==> src/rtl/register_file_alu_execute_unit_assert.svh <==
// Assertion macros shared by the execute unit.
`ifndef REGISTER_FILE_ALU_EXECUTE_UNIT_ASSERT_SVH
`define REGISTER_FILE_ALU_EXECUTE_UNIT_ASSERT_SVH

`ifndef ASSERT_OFF
`define UMALU_ASSERT(label, clk, rst_n, prop, msg) \
  label: assert property (@(posedge clk) disable iff (!rst_n) prop) else $error(msg);
`define UMALU_ASSERT_ALWAYS(label, clk, prop, msg) \
  label: assert property (@(posedge clk) prop) else $error(msg);
`else
`define UMALU_ASSERT(label, clk, rst_n, prop, msg)
`define UMALU_ASSERT_ALWAYS(label, clk, prop, msg)
`endif

`endif

==> src/rtl/umalu_pkg.sv <==
package umalu_pkg;

  localparam int unsigned RegisterCount = 8;
  localparam int unsigned RegIdxW       = (RegisterCount > 1) ? $clog2(RegisterCount) : 1;
  localparam int unsigned DataW         = 32;
  localparam int unsigned ImmW          = 25;
  localparam int unsigned IdxW          = 3;
  localparam int unsigned CmdW          = 3;
  localparam int unsigned CntW          = $clog2(DataW);

  localparam logic [CmdW-1:0] CMD_CMOV = 3'd0;
  localparam logic [CmdW-1:0] CMD_ADD  = 3'd1;
  localparam logic [CmdW-1:0] CMD_MUL  = 3'd2;
  localparam logic [CmdW-1:0] CMD_DIV  = 3'd3;
  localparam logic [CmdW-1:0] CMD_NAND = 3'd4;
  localparam logic [CmdW-1:0] CMD_LIMM = 3'd5;

  typedef enum logic [1:0] {
    ALU_ADD,
    ALU_MUL,
    ALU_DIV
  } alu_op_e;

  typedef struct packed {
    logic [CmdW-1:0] command;
    logic [IdxW-1:0] dest_index;
    logic [IdxW-1:0] left_index;
    logic [IdxW-1:0] right_index;
    logic [ImmW-1:0] immediate;
  } cmd_t;

  typedef struct packed {
    logic             write_enable;
    logic [IdxW-1:0]  write_index;
    logic [DataW-1:0] write_value;
    logic             divide_error;
  } res_t;

  typedef struct packed {
    logic    start;
    alu_op_e op;
  } alu_req_t;

  typedef struct packed {
    logic             done;
    logic [DataW-1:0] result;
  } alu_rsp_t;

  function automatic logic [RegIdxW-1:0] reg_slot(input logic [IdxW-1:0] idx);
    return RegIdxW'(idx);
  endfunction

  function automatic logic reg_in_range(input logic [IdxW-1:0] idx);
    return 32'(idx) < RegisterCount;
  endfunction

endpackage

==> src/rtl/umalu_cmd_if.sv <==
interface umalu_cmd_if;
  import umalu_pkg::*;

  logic valid;
  logic ready;
  cmd_t data;

  modport source (output valid, output data, input ready);
  modport sink (input valid, input data, output ready);
endinterface

==> src/rtl/umalu_res_if.sv <==
interface umalu_res_if;
  import umalu_pkg::*;

  logic valid;
  logic ready;
  res_t data;

  modport source (output valid, output data, input ready);
  modport sink (input valid, input data, output ready);
endinterface

==> src/rtl/umalu_regfile.sv <==
module umalu_regfile (
  input  logic                         clk_i,
  input  logic                         rst_ni,
  input  logic [umalu_pkg::IdxW-1:0]   rd_idx_i,
  output logic [umalu_pkg::DataW-1:0]  rd_data_o,
  input  logic                         wr_en_i,
  input  logic [umalu_pkg::IdxW-1:0]   wr_idx_i,
  input  logic [umalu_pkg::DataW-1:0]  wr_data_i
);
  import umalu_pkg::*;

  logic [DataW-1:0] regs_q [RegisterCount];

  always_comb begin
    if (reg_in_range(rd_idx_i)) begin
      rd_data_o = regs_q[reg_slot(rd_idx_i)];
    end else begin
      rd_data_o = '0;
    end
  end

  always_ff @(posedge clk_i or negedge rst_ni) begin
    if (!rst_ni) begin
      for (int i = 0; i < int'(RegisterCount); i++) begin
        regs_q[i] <= '0;
      end
    end else if (wr_en_i && reg_in_range(wr_idx_i)) begin
      regs_q[reg_slot(wr_idx_i)] <= wr_data_i;
    end
  end

endmodule

==> src/rtl/umalu_alu.sv <==
module umalu_alu (
  input  logic                         clk_i,
  input  logic                         rst_ni,
  input  umalu_pkg::alu_req_t          req_i,
  input  logic [umalu_pkg::DataW-1:0]  left_i,
  input  logic [umalu_pkg::DataW-1:0]  right_i,
  output umalu_pkg::alu_rsp_t          rsp_o
);
  import umalu_pkg::*;

  logic            run_q;
  logic            done_q;
  logic [CntW-1:0] cnt_q;
  alu_op_e         op_q;
  logic [DataW-1:0] acc_q;
  logic [DataW-1:0] opa_q;
  logic [DataW-1:0] opb_q;

  logic [DataW:0]   add_x;
  logic [DataW:0]   add_y;
  logic             add_sub;
  logic [DataW+1:0] add_sum;

  always_comb begin
    case (op_q)
      ALU_MUL: begin
        add_x   = {1'b0, acc_q};
        add_y   = {1'b0, (opb_q[0] ? opa_q : '0)};
        add_sub = 1'b0;
      end
      ALU_DIV: begin
        add_x   = {acc_q, opa_q[DataW-1]};
        add_y   = {1'b0, opb_q};
        add_sub = 1'b1;
      end
      default: begin
        add_x   = {1'b0, opa_q};
        add_y   = {1'b0, opb_q};
        add_sub = 1'b0;
      end
    endcase
    add_sum = {1'b0, add_x} + {1'b0, add_y ^ {(DataW+1){add_sub}}} + (DataW+2)'(add_sub);
  end

  always_ff @(posedge clk_i or negedge rst_ni) begin
    if (!rst_ni) begin
      run_q  <= 1'b0;
      done_q <= 1'b0;
      cnt_q  <= '0;
      op_q   <= ALU_ADD;
      acc_q  <= '0;
      opa_q  <= '0;
      opb_q  <= '0;
    end else if (req_i.start) begin
      run_q  <= 1'b1;
      done_q <= 1'b0;
      op_q   <= req_i.op;
      cnt_q  <= (req_i.op == ALU_ADD) ? '0 : CntW'(DataW - 1);
      acc_q  <= '0;
      opa_q  <= left_i;
      opb_q  <= right_i;
    end else if (run_q) begin
      case (op_q)
        ALU_MUL: begin
          acc_q <= add_sum[DataW-1:0];
          opa_q <= opa_q << 1;
          opb_q <= opb_q >> 1;
        end
        ALU_DIV: begin
          acc_q <= add_sum[DataW+1] ? add_sum[DataW-1:0] : add_x[DataW-1:0];
          opa_q <= {opa_q[DataW-2:0], add_sum[DataW+1]};
        end
        default: begin
          acc_q <= add_sum[DataW-1:0];
        end
      endcase
      cnt_q <= cnt_q - 1'b1;
      if (cnt_q == '0) begin
        run_q  <= 1'b0;
        done_q <= 1'b1;
      end
    end else begin
      done_q <= 1'b0;
    end
  end

  assign rsp_o.done   = done_q;
  assign rsp_o.result = (op_q == ALU_DIV) ? opa_q : acc_q;

endmodule

==> src/rtl/register_file_alu_execute_unit.sv <==
// Channel   Direction  Handshake          Content
// cmd_i     in         valid/ready        one register instruction
// res_o     out        valid/ready        register write report
//
// Multiply and divide go through a read of the right operand, a launch, 32 shared adder
// steps, a step to see completion and a retire step. An add goes through the same states,
// and the other commands go from the read straight to retirement; the next transfer can
// follow in the cycle after retirement. The register file clears to zero on reset.
// A finished result waits in the output register, so a new instruction is taken
// while it stalls; retirement stalls only when that register is still full.
`include "register_file_alu_execute_unit_assert.svh"

module register_file_alu_execute_unit (
  input  logic       clk_i,
  input  logic       rst_ni,
  umalu_cmd_if.sink  cmd_i,
  umalu_res_if.source res_o
);
  import umalu_pkg::*;

  typedef enum logic [2:0] {
    S_IDLE,
    S_READ_C,
    S_START,
    S_WAIT,
    S_FINISH
  } state_e;

  state_e           state_q;
  logic [CmdW-1:0]  cmd_q;
  logic [IdxW-1:0]  dest_q;
  logic [IdxW-1:0]  right_q;
  logic [ImmW-1:0]  imm_q;
  logic [DataW-1:0] vb_q;
  logic [DataW-1:0] vc_q;
  res_t             out_q;
  logic             out_valid_q;
  logic             out_valid_d;

  logic [IdxW-1:0]  rd_idx;
  logic [DataW-1:0] rd_data;
  logic             needs_alu;
  alu_op_e          alu_op;
  alu_req_t         alu_req;
  alu_rsp_t         alu_rsp;
  res_t             res_d;
  logic             retire;
  logic             cmd_xfer;

  assign cmd_i.ready = (state_q == S_IDLE);
  assign cmd_xfer    = cmd_i.valid && cmd_i.ready;
  assign rd_idx      = (state_q == S_IDLE) ? cmd_i.data.left_index : right_q;

  assign needs_alu = (cmd_q == CMD_ADD) || (cmd_q == CMD_MUL) || (cmd_q == CMD_DIV);

  always_comb begin
    case (cmd_q)
      CMD_MUL: alu_op = ALU_MUL;
      CMD_DIV: alu_op = ALU_DIV;
      default: alu_op = ALU_ADD;
    endcase
  end

  assign alu_req.start = (state_q == S_START);
  assign alu_req.op    = alu_op;

  umalu_regfile u_regfile (
    .clk_i     (clk_i),
    .rst_ni    (rst_ni),
    .rd_idx_i  (rd_idx),
    .rd_data_o (rd_data),
    .wr_en_i   (retire && res_d.write_enable),
    .wr_idx_i  (dest_q),
    .wr_data_i (res_d.write_value)
  );

  umalu_alu u_alu (
    .clk_i   (clk_i),
    .rst_ni  (rst_ni),
    .req_i   (alu_req),
    .left_i  (vb_q),
    .right_i (vc_q),
    .rsp_o   (alu_rsp)
  );

  always_comb begin
    res_d              = '0;
    res_d.write_index  = dest_q;
    case (cmd_q)
      CMD_CMOV: begin
        res_d.write_enable = (vc_q != '0);
        res_d.write_value  = vb_q;
      end
      CMD_ADD, CMD_MUL: begin
        res_d.write_enable = 1'b1;
        res_d.write_value  = alu_rsp.result;
      end
      CMD_DIV: begin
        res_d.write_enable = (vc_q != '0);
        res_d.divide_error = (vc_q == '0);
        res_d.write_value  = alu_rsp.result;
      end
      CMD_NAND: begin
        res_d.write_enable = 1'b1;
        res_d.write_value  = ~(vb_q & vc_q);
      end
      CMD_LIMM: begin
        res_d.write_enable = 1'b1;
        res_d.write_value  = DataW'(imm_q);
      end
      default: begin
        res_d.write_enable = 1'b0;
      end
    endcase
    if (!reg_in_range(dest_q)) begin
      res_d.write_enable = 1'b0;
    end
    if (!res_d.write_enable) begin
      res_d.write_value = '0;
    end
  end

  assign retire      = (state_q == S_FINISH) && (!out_valid_q || res_o.ready);
  assign out_valid_d = retire || (out_valid_q && !res_o.ready);

  always_ff @(posedge clk_i or negedge rst_ni) begin
    if (!rst_ni) begin
      state_q     <= S_IDLE;
      cmd_q       <= '0;
      dest_q      <= '0;
      right_q     <= '0;
      imm_q       <= '0;
      vb_q        <= '0;
      vc_q        <= '0;
      out_q       <= '0;
      out_valid_q <= 1'b0;
    end else begin
      out_valid_q <= out_valid_d;
      case (state_q)
        S_IDLE: begin
          if (cmd_xfer) begin
            cmd_q   <= cmd_i.data.command;
            dest_q  <= cmd_i.data.dest_index;
            right_q <= cmd_i.data.right_index;
            imm_q   <= cmd_i.data.immediate;
            vb_q    <= rd_data;
            state_q <= S_READ_C;
          end
        end
        S_READ_C: begin
          vc_q    <= rd_data;
          state_q <= needs_alu ? S_START : S_FINISH;
        end
        S_START: begin
          state_q <= S_WAIT;
        end
        S_WAIT: begin
          if (alu_rsp.done) begin
            state_q <= S_FINISH;
          end
        end
        S_FINISH: begin
          if (retire) begin
            out_q   <= res_d;
            state_q <= S_IDLE;
          end
        end
        default: begin
          state_q <= S_IDLE;
        end
      endcase
    end
  end

  assign res_o.valid = out_valid_q;
  assign res_o.data  = out_q;

  `UMALU_ASSERT(a_div_error_no_write, clk_i, rst_ni, out_valid_q |-> !(out_q.divide_error && out_q.write_enable), "A divide error result also reports a write.")
  `UMALU_ASSERT(a_alu_done_in_wait, clk_i, rst_ni, alu_rsp.done |-> (state_q == S_WAIT), "The shared unit finished while the sequencer was not waiting.")
  `UMALU_ASSERT(a_full_output_holds, clk_i, rst_ni, (state_q == S_FINISH && out_valid_q && !res_o.ready) |=> (state_q == S_FINISH && $stable(out_q)), "A waiting result was overwritten.")
  `UMALU_ASSERT_ALWAYS(a_reset_idle, clk_i, !rst_ni |=> (state_q == S_IDLE && !out_valid_q), "The sequencer is not idle after a reset cycle.")

endmodule
==> src/flat_wrapper.sv <==
// flat-port wrapper written by rule: the top's interface ports become plain ports
module register_file_alu_execute_unit_flat import umalu_pkg::*;
  (clk_i, rst_ni, cmd_i_valid, cmd_i_data, cmd_i_ready, res_o_valid, res_o_data, res_o_ready);
  umalu_cmd_if cmd_i_i ();
  umalu_res_if res_o_i ();
  input  logic clk_i;
  input  logic rst_ni;
  input wire logic [$bits(cmd_i_i.valid)-1:0] cmd_i_valid;
  input wire logic [$bits(cmd_i_i.data)-1:0] cmd_i_data;
  output wire logic [$bits(cmd_i_i.ready)-1:0] cmd_i_ready;
  output wire logic [$bits(res_o_i.valid)-1:0] res_o_valid;
  output wire logic [$bits(res_o_i.data)-1:0] res_o_data;
  input wire logic [$bits(res_o_i.ready)-1:0] res_o_ready;
  assign cmd_i_i.valid = cmd_i_valid;
  assign cmd_i_i.data = cmd_i_data;
  assign cmd_i_ready = cmd_i_i.ready;
  assign res_o_valid = res_o_i.valid;
  assign res_o_data = res_o_i.data;
  assign res_o_i.ready = res_o_ready;
  register_file_alu_execute_unit u_core (.clk_i(clk_i), .rst_ni(rst_ni), .cmd_i(cmd_i_i), .res_o(res_o_i));
endmodule
==> config.mk <==
export PLATFORM = sky130hd
export DESIGN_NAME = register_file_alu_execute_unit_flat
export DESIGN_NICKNAME = d
export VERILOG_FILES = /design/src/rtl/umalu_pkg.sv /design/src/rtl/umalu_cmd_if.sv /design/src/rtl/umalu_res_if.sv /design/src/rtl/umalu_regfile.sv /design/src/rtl/umalu_alu.sv /design/src/rtl/register_file_alu_execute_unit.sv /design/src/flat_wrapper.sv
export VERILOG_INCLUDE_DIRS = /design/src /design/src/rtl
export SDC_FILE = /design/constraint.sdc
export NUM_CORES = 1
export LEC_CHECK = 0
export BUFFER_PORTS_ARGS = -buffer_cell sky130_fd_sc_hd__buf_2
export CAP_MARGIN = 25
export CORE_MARGIN = 4
export CORE_UTILIZATION = 30
export CTS_BUF_LIST = sky130_fd_sc_hd__clkbuf_8
export CTS_CLUSTER_SIZE = 24
export DETAILED_ROUTE_END_ITERATION = 7
export GPL_TIMING_DRIVEN = 1
export PLACE_DENSITY = 0.48
export SYNTH_ARGS = -nofsm -noshare
export SYNTH_HDL_FRONTEND = slang
export SYNTH_HIERARCHICAL = 1
export SYNTH_SLANG_ARGS = --single-unit
==> constraint.sdc <==
create_clock -name clk_i -period 5.1 [get_ports clk_i]
set_clock_uncertainty 0.2 [all_clocks]
set_input_delay 0.51 -clock clk_i [delete_from_list [all_inputs] [get_ports clk_i]]
set_output_delay 0.51 -clock clk_i [all_outputs]
set_load 0.03 [all_outputs]
# == Yosys cells after proc, flatten, opt, wreduce, memory -nomap -nowiden ==
# Cells that the tools add are included.
# totals
ff_bits,500
inputBits,41
out_inout_bits,39
word_cells,122
# classes
addsub,3
order_cmp,3
n_eq_ne,15
mux,41
bitwise,5
reduce_logical,28
# ops
operator,n
2-to-1 mux 32 bit,16
bitwise mux 256 bit,1
one-hot mux 32 bit (4 select lines),1
binary-select mux 32 bit (select 3 bit),1
demux 32 bit (select 3 bit),1
one-hot mux 33 bit (2 select lines),1
one-hot mux 32 bit (2 select lines),1
adder 33 x 33 -> 34 bit,1
adder 34 x 1 -> 34 bit,1
bitwise XOR 33 bit,1
bitwise AND 32 bit,1
logical NOT 32 bit,1
inverter 32 bit,1
nonzero test 32 bit,1
2-to-1 mux 3 bit,5
2-to-1 mux 5 bit,3
one-hot mux 3 bit (5 select lines),1
"equality test 3 x 2 -> 1 bit, second input constant",4
"equality test 3 bit, second input constant",3
">= comparator 4 bit, second input constant",2
2-to-1 mux 1 bit,8
inverter 3 -> 4 bit,2
AND reduction 2 bit,4
"equality test 3 x 1 -> 1 bit, second input constant",2
21 further kinds,32

# == Depth between registers and ports, before layout ==
# Gate-level depths: netlist of the first run.
# depth
word_depth,9
depth_mapped,19
mapped_depth_nobuf,15

# == Modules after synthesis ==
# The synthesis of the first run kept the hierarchy.
# modules_own_cells
mod,instances,cells_per_inst,area_per_inst_um2,seq_area_each_um2
umalu_regfile,1,665,11639.9,6406.1
umalu_alu,1,994,8338.0,2627.5
register_file_alu_execute_unit,1,617,6840.3,3478.3

# == Worst setup path after synthesis of the first run ==
# OpenSTA, ideal clock, no wires.
# synth_timing
path_type,reg2reg
startpoint,register u_core.u_alu.op_q[0]
endpoint,register u_core.u_alu.acc_q[10]
setup_time_ps,94
arrival_time_ps,4289
t_required_ps,4806
slack_ps,517
stages_incl_launch_ff,20
n_path_buf,7
synth_period_minus_slack_ps,4583
cell_sequence,dfrtp_1 inv_1 ha_1 buf_4 clkbuf_1 clkbuf_1 buf_1 xnor2_1 ha_1 clkbuf_1 a21oi_1 o21bai_1 a21o_1 a2111oi_1 and2_1 buf_1 nand2_4 buf_4 mux2i_1 a211oi_1
# synth_between
elab_chain_cells,9
word_cells_on_any_way,12
cone_classes,add/sub: 2; eq/ne: 2; mux: 7; bitwise: 1
# synth_rtl
element,line_no,text
start: declaration,umalu_alu.sv:14,alu_op_e op_q;
start signal: assignment,umalu_alu.sv:57,op_q <= req_i.op;
equality test 2 x 1 -> 1 bit or equality test 2 bit (tied branches),"umalu_alu.sv:25, umalu_alu.sv:63",
2-to-1 mux 32 bit or 2-to-1 mux 1 bit (tied branches),umalu_alu.sv:25,case (op_q)
bitwise XOR 33 bit,umalu_alu.sv:42,"add_sum = {1'b0, add_x} + {1'b0, add_y ^ {(DataW+1){add_sub}}} + (DataW+2)'(add_sub);"
adder 33 x 33 -> 34 bit,umalu_alu.sv:42,
adder 34 x 1 -> 34 bit,umalu_alu.sv:42,
2-to-1 mux 32 bit,umalu_alu.sv:70,acc_q <= add_sum[DataW+1] ? add_sum[DataW-1:0] : add_x[DataW-1:0];
2-to-1 mux 32 bit (*),umalu_alu.sv:63,case (op_q)
2-to-1 mux 32 bit (*),umalu_alu.sv:62,end else if (run_q) begin
2-to-1 mux 32 bit (*),umalu_alu.sv:54,end else if (req_i.start) begin
end signal: assignment,umalu_alu.sv:65,acc_q <= add_sum[DataW-1:0];
end signal: assignment,umalu_alu.sv:70,
end signal: assignment,umalu_alu.sv:74,acc_q <= add_sum[DataW-1:0];
end: declaration,umalu_alu.sv:15,logic [DataW-1:0] acc_q;
# Every way passes the cells marked *; elsewhere a longest branch is shown, timed or not. The select of a mux whose other input is x is not followed.
# A chain may end at the register's enable or synchronous reset.

# == Worst setup path after layout of the first run ==
# layout_timing
startpoint,register u_core.u_alu.op_q[0]
endpoint,register u_core.u_alu.acc_q[28]
# Same word-level chain as after synthesis.

==> results of run 1 <==
==> stage by stage <==
stage | total power [mW] | setup WS (ps)
5_1_grt | 21.4 | 51.9
3_3_place_gp | 16.0 | 437
6_report | 20.1 | 451
4_1_cts | 20.3 | 391
2_1_floorplan | 13.0 | 517
3_5_place_dp | 16.3 | 381
==> cell usage in the layout, fill, tap and decap left out, drive strengths merged, types with 8 or more instances in the layout <==
| master | n |
|---|---|
| o211ai | 12 |
| nor4 | 12 |
| xnor2 | 42 |
| dfrtp | 500 |
| o21ai | 145 |
| ha | 35 |
| mux2 | 422 |
| dlygate4sd3 | 36 |
| a21oi | 119 |
| xor2 | 17 |
| a21o | 12 |
| and3 | 14 |
| a22oi | 47 |
| a21boi | 12 |
| nand2 | 201 |
| mux4 | 64 |
| nand3 | 38 |
| nor3 | 8 |
| nor2b | 54 |
| clkbuf | 105 |
| o22ai | 11 |
| a211oi | 33 |
| mux2i | 80 |
| clkinv | 10 |
| o31ai | 17 |
| nand4 | 8 |
| inv | 67 |
| nor2 | 65 |
| o221a | 16 |
| o2111ai | 9 |
| buf | 134 |
==> flip-flops by register name (all words and copies together), names as in the netlist, 3 cells and up <==
signal / count
u_core/u_regfile/regs_q: 256
u_core/res_o.data: 37
u_core/u_alu/acc_q: 32
u_core/u_alu/opa_q: 32
u_core/u_alu/opb_q: 32
u_core/vb_q: 32
u_core/vc_q: 32
u_core/imm_q: 25
u_core/u_alu/cnt_q: 5
u_core/cmd_q: 3
u_core/dest_q: 3
u_core/right_q: 3
u_core/state_q: 3
==> metal layers <==
metal	wire, um	vias to the layer above	global-route usage
li1	-	8589	-
met1	36900	9676	0.234
met2	35600	493	0.261
met3	3640	119	0.0269
met4	2210	0	0.0511
met5	0	-	0
==> final cells by class <==
type                    instances  area [sq um]
repair buffers                170          1300
diodes                          2          5.00
fillers                      8756         57900
flip-flops and latches        500         12500
well taps                    1165          1460
clock inverters                53           340
inverters                      30           113
multi-input cells            1575         13400
clock buffers                 105          1450
==> how the worst min path moves through the flow <==
stage,from,slack (ps),end,cells after the start
global route,res_o_ready,60,u_core/state_q[2]$_DFFE_PN0P_,3
finish,res_o_ready,110,u_core/state_q[2]$_DFFE_PN0P_,3
floorplan,rst_ni,10,u_core/cmd_q[0]$_DFFE_PN0P_,0
CTS,res_o_ready,20,u_core/state_q[2]$_DFFE_PN0P_,3
global placement,u_core/u_regfile/regs_q[168]$_DFFE_PN0P_,260,u_core/u_regfile/regs_q[168]$_DFFE_PN0P_,1
detailed placement,u_core/res_o.data[33]$_DFFE_PN0P_,260,u_core/res_o.data[33]$_DFFE_PN0P_,2
==> cells by family (layout without fill, tap and decap cells) <==
kind of cell             Yosys count  in the layout  synth area share
XOR/XNOR                          59             59            0.0193
flip-flops                       500            500             0.467
AO/OA/AOI/OAI                    471            471             0.114
buffers and inverters            201            358            0.0366
adder cells (fa/ha/maj)           36             36            0.0171
AND/OR/NAND/NOR                  443            443            0.0803
multiplexers                     566            566             0.266
other                              0              2                 0
==> repair_timing <==
item / CTS / global route
endpoints found under the setup margin: 0 / 3
gates resized for setup: 0 / 3
hold buffers: 36 / 0
endpoints found under the hold margin: 125 / 0
==> report_power, final <==
part / internal, mW / switching [mW] / total, mW
clock: 2.03 / 1.74 / 3.78
sequential: 5.30 / 1.17 / 6.47
combinational: 3.74 / 6.10 / 9.85
==> worst max-delay path, stage by stage, from the launching register on <==
cell and delay, ps:
dfrtp_1 380, inv_1 120, ha_4 420, buf_12 330, a22oi_1 120, o21ai_0 260, ha_1 370, and2_1 230
a221o_1 320, a221oi_1 430, o22ai_1 160, a2111oi_1 520, o21bai_1 170, xor2_1 150, mux2i_1 90, a211oi_1 230
==> impl_metrics.tcl, run 1 <==
set metrics [dict create \
    status "finished, final reports clean" \
    power.density_nw_per_um2 656 \
    grt_pass1_vias 19700 \
    worstSetupStartpointType "flop" \
    final_cells 3600 \
    hold_viol 0 \
    worstSetupEndpointType "flop" \
    cts_sinks 500 \
    die_h_um 307 \
    postRouteWirelength_mm 78.3 \
    drc 0 \
    post-route-util 0.346 \
    critPathArrivalTime_ps 5020 \
    regToRegSetupSlack_ps 450 \
    worstSetupStartpoint "u_core/u_alu/op_q[0]$_DFFE_PN0P_" \
    routabilityCongestion 0.831 \
    coreArea_sq_um 88500 \
    syn_to_final_growth_pct 14.2 \
    tritoncts.num_buffers 87 \
    netlist_top_cells_area "dfrtp_1 47%, mux2_2 17%, mux4_1 3.9%" \
    setup_viol 0 \
    cts_tree "yes" \
    io_buffer_count 79 \
    async_reset_ff_frac 1.00 \
    place_area_sq_um 28500 \
    dpl.cell_count 3404 \
    critPathCapture "u_core/u_alu/acc_q[28]$_DFFE_PN0P_" \
    design_area_sq_um 30600 \
    synth.net_count 2353 \
    ant_nets 0 \
    post-route-period-util 0.912 \
    hold_path_class "primary input to flop" \
    row_count 109 \
    min_period_ps 4650 \
    required_ps 5470 \
    detail_route.first_pass.iterations 5 \
    critPathMaxFanout 54 \
    synth_common_cells "500 x dfrtp_1, 412 x mux2_2, 199 x nand2_1, 140 x o21ai_0, 115 x a21oi_1" \
    syn_area_sq_um 26800 \
    yosysMostFrequentCell "dfrtp_1" \
    p_leak_nw 14.6 \
    clockBufferDepth 3 \
    grt_pass1_wl_mm 122 \
    cts_setup_buffers 0 \
    synth-edff-count 0 \
    htree_num_levels 3 \
    reg2reg_from "u_core/u_alu/op_q[0]$_DFFE_PN0P_" \
    seq_area_frac_synth 0.467 \
    viasPerCell 5.24 \
    cap_violations 0 \
    num_vias 18900 \
    dp_hpwl_mm 51.2 \
    ir_worst_vdd_uv 489 \
    reg2reg_depth 15 \
    syn-instance-count 2276 \
    slew_violations 0 \
    tightest_slew_ps 987 \
    io_pins 80 \
    critical_path_class "flop to flop" \
    drive_gt1_frac 0.311 \
    ys_warn_count 6 \
    yosysUniqueCellTypes 78 \
    die_area_sq_um 94200 \
    worst_r2r_endpoint "u_core/u_alu/acc_q[28]$_DFFE_PN0P_" \
    drtIter0Drc 1306 \
    fmax_mhz 215 \
    setup_tns_ps 0 \
    synth_largest_area_cell "dfrtp_1" \
    syn_area_per_cell_sq_um 11.8 \
    synthFlopType "dfrtp_1" \
    path_clk_slew_ps 60 \
    wl_per_cell_um 21.8 \
    grt_overflow_total 0 \
    fin_nets 2441 \
    antenna_found_initial 2 \
    insertion_delay_ps 690 \
    hold_slack_ps 109 \
    fp.dieW_um 307 \
    start_util 0.303 \
    cts-root-buf "clkbuf_8" \
    slew_headroom 0.339 \
    ys_seq_elements 500 \
    rsz0062_at_grt "no" \
    synth_top_cell_area_share 0.467 \
    grt_use_total 0.165 \
    grt_max_degree 175 \
]
Power figures use the tool's default switching activity.
==> run 2, diff against run 1 <==
CTS_BUF_LIST = default   (was sky130_fd_sc_hd__clkbuf_8)
==> run 2 against run 1 <==
Compared with the run above: clock power is 9.5% higher; die area unchanged; worst setup slack lost 12 ps; power increased by 1.7%; sequential cell count did not move; sequential share of layout area fell by 0.12 points; first-iteration DRC count increased by 4.7%; critical path type unchanged.
==> impl_metrics.tcl, run 2 (same netlist as run 1, synthesis figures left out) <==
set metrics [dict create \
    largest_reg_flops 256 \
    postRouteWirelength_mm 77.6 \
    worstSetupEndpointType "flop" \
    dp_hpwl_mm 51.2 \
    hold_viol 0 \
    insertion_delay_ps 620 \
    critPathArrivalTime_ps 4970 \
    cp_slowest_cell "a2111oi_1" \
    crit_family "compound AO/OA/AOI/OAI gates" \
    regMostFlops "u_core/u_regfile/regs_q" \
    required_ps 5410 \
    io_buffer_count 79 \
    antenna_found_initial 1 \
    io_pins 80 \
    met3_length_mm 3.29 \
    min_path_cells 2 \
    routabilityCongestion 0.831 \
    slowest_delay_ps 520 \
    final_cell_mix "498 x dfrtp_1, 411 x mux2_2, 197 x nand2_1, 140 x o21ai_0, 115 x a21oi_1" \
    wl_met2_mm 35.1 \
    ir_worst_vdd_uv 485 \
    design_area_sq_um 30700 \
    place_area_sq_um 28500 \
    cts_sinks 500 \
    post-route-period-util 0.914 \
    clockBufferDepth 3 \
    die_h_um 307 \
    critical_path_class "flop to flop" \
    worstSetupStartpoint "u_core/u_alu/op_q[0]$_DFFE_PN0P_" \
    row_count 109 \
    die_area_sq_um 94200 \
    cap_violations 0 \
    detail_route.first_pass.iterations 7 \
    min_period_ps 4660 \
    cts-root-buf "clkbuf_16" \
    status "finished, final reports clean" \
    viasPerCell 5.26 \
    coreArea_sq_um 88500 \
    ant_nets 0 \
    hold_path_class "primary input to flop" \
    path_buf_inv 2 \
    start_util 0.303 \
    m1WireLength_mm 36.9 \
    htree_num_levels 2 \
    crit_cells 15 \
    critPathMaxFanout 54 \
    fmax_mhz 215 \
    layout_commonest_cell "dfrtp_1" \
    num_vias 18600 \
    drc 0 \
    fin_nets 2408 \
    highest_layer "met4" \
    reg2reg_from "u_core/u_alu/op_q[0]$_DFFE_PN0P_" \
    slew_violations 0 \
    tritoncts.num_buffers 56 \
    power_mw 20.4 \
    drtIter0Drc 1368 \
    fp.dieW_um 307 \
    grt_pass1_vias 19400 \
    rsz0062_at_grt "no" \
    grt_overflow_total 0 \
    power.density_nw_per_um2 665 \
    holdCritStartpoint "cmd_i_data[36]" \
    cts_tree "yes" \
    setup_viol 0 \
    regToRegSetupSlack_ps 440 \
    drive_gt1_frac 0.305 \
    grt_use_total 0.164 \
    worstSetupStartpointType "flop" \
    n_fill_cell 8716 \
    tightest_slew_ps 981 \
    crit_chain "inv_1 > ha_4 > buf_12 > a22oi_1 > o21ai_0 > ha_1 > and2_1 > a221o_1 > a221oi_1 > o22ai_1 > a2111oi_1 > o21bai_1 > xor2_1 > mux2i_1 > a211oi_1" \
    grt_max_degree 175 \
    grt_pass1_wl_mm 121 \
    slew_headroom 0.344 \
    wl_per_cell_um 21.9 \
    setup_tns_ps 0 \
    reg2reg_depth 15 \
    syn_to_final_growth_pct 14.5 \
    path_clk_slew_ps 60 \
    p_leak_nw 14.5 \
]
## run 2: timing repair
action,in CTS,in global routing
gates resized for setup,0,3
hold buffers,34,0
endpoints found under the hold margin,123,0
endpoints found under the setup margin,0,3
setup buffers,0,0
## run 2: metrics by stage
step / hold slack (ps) / util / setup slack (ps) / std cells
final: 49.1 / 0.347 / 439 / 3544
after global routing: 22.3 / 0.347 / 42.2 / 3543
after global placement: 259 / 0.321 / 437 / 3402
after detailed placement: 257 / 0.322 / 381 / 3404
after CTS: 6.75 / 0.347 / 365 / 3543
after floorplan: 14.4 / - / 517 / 2276
## run 2: path summary, 6_finish.rpt
path	end
setup / recovery	u_core/u_alu/acc_q[28]$_DFFE_PN0P_
hold / removal	u_core/cmd_q[2]$_DFFE_PN0P_
setup reg to reg	u_core/u_alu/acc_q[28]$_DFFE_PN0P_
hold reg to reg	u_core/res_o.data[34]$_DFFE_PN0P_
max in group asynchronous	u_core/u_regfile/regs_q[25]$_DFFE_PN0P_
min in group asynchronous	u_core/res_o.data[11]$_DFFE_PN0P_
## run 2: metal layers
layer  GRT usage  vias up
met1       0.234     9572
met5           0        -
met2       0.258      432
met4      0.0499        0
li1            -     8499
met3      0.0231      123
## run 2: cell type report
cell class              instances  area (sq um)  share of cell area
clock inverters                21           223             0.00725
multi-input cells            1575         13400               0.438
flip-flops and latches        500         12500               0.407
diodes                          1          2.50           0.0000815
clock buffers                  84          1680              0.0546
inverters                      30           113             0.00367
well taps                    1165          1460              0.0475
repair buffers                168          1280              0.0418
## run 2: report_power, final
| group | internal (mW) | total (mW) | switching, mW | leakage, nW |
|---|---|---|---|---|
| Clock | 2.43 | 4.14 | 1.70 | 0.943 |
| Combinational | 3.74 | 9.84 | 6.10 | 6.77 |
| Sequential | 5.30 | 6.46 | 1.16 | 6.78 |
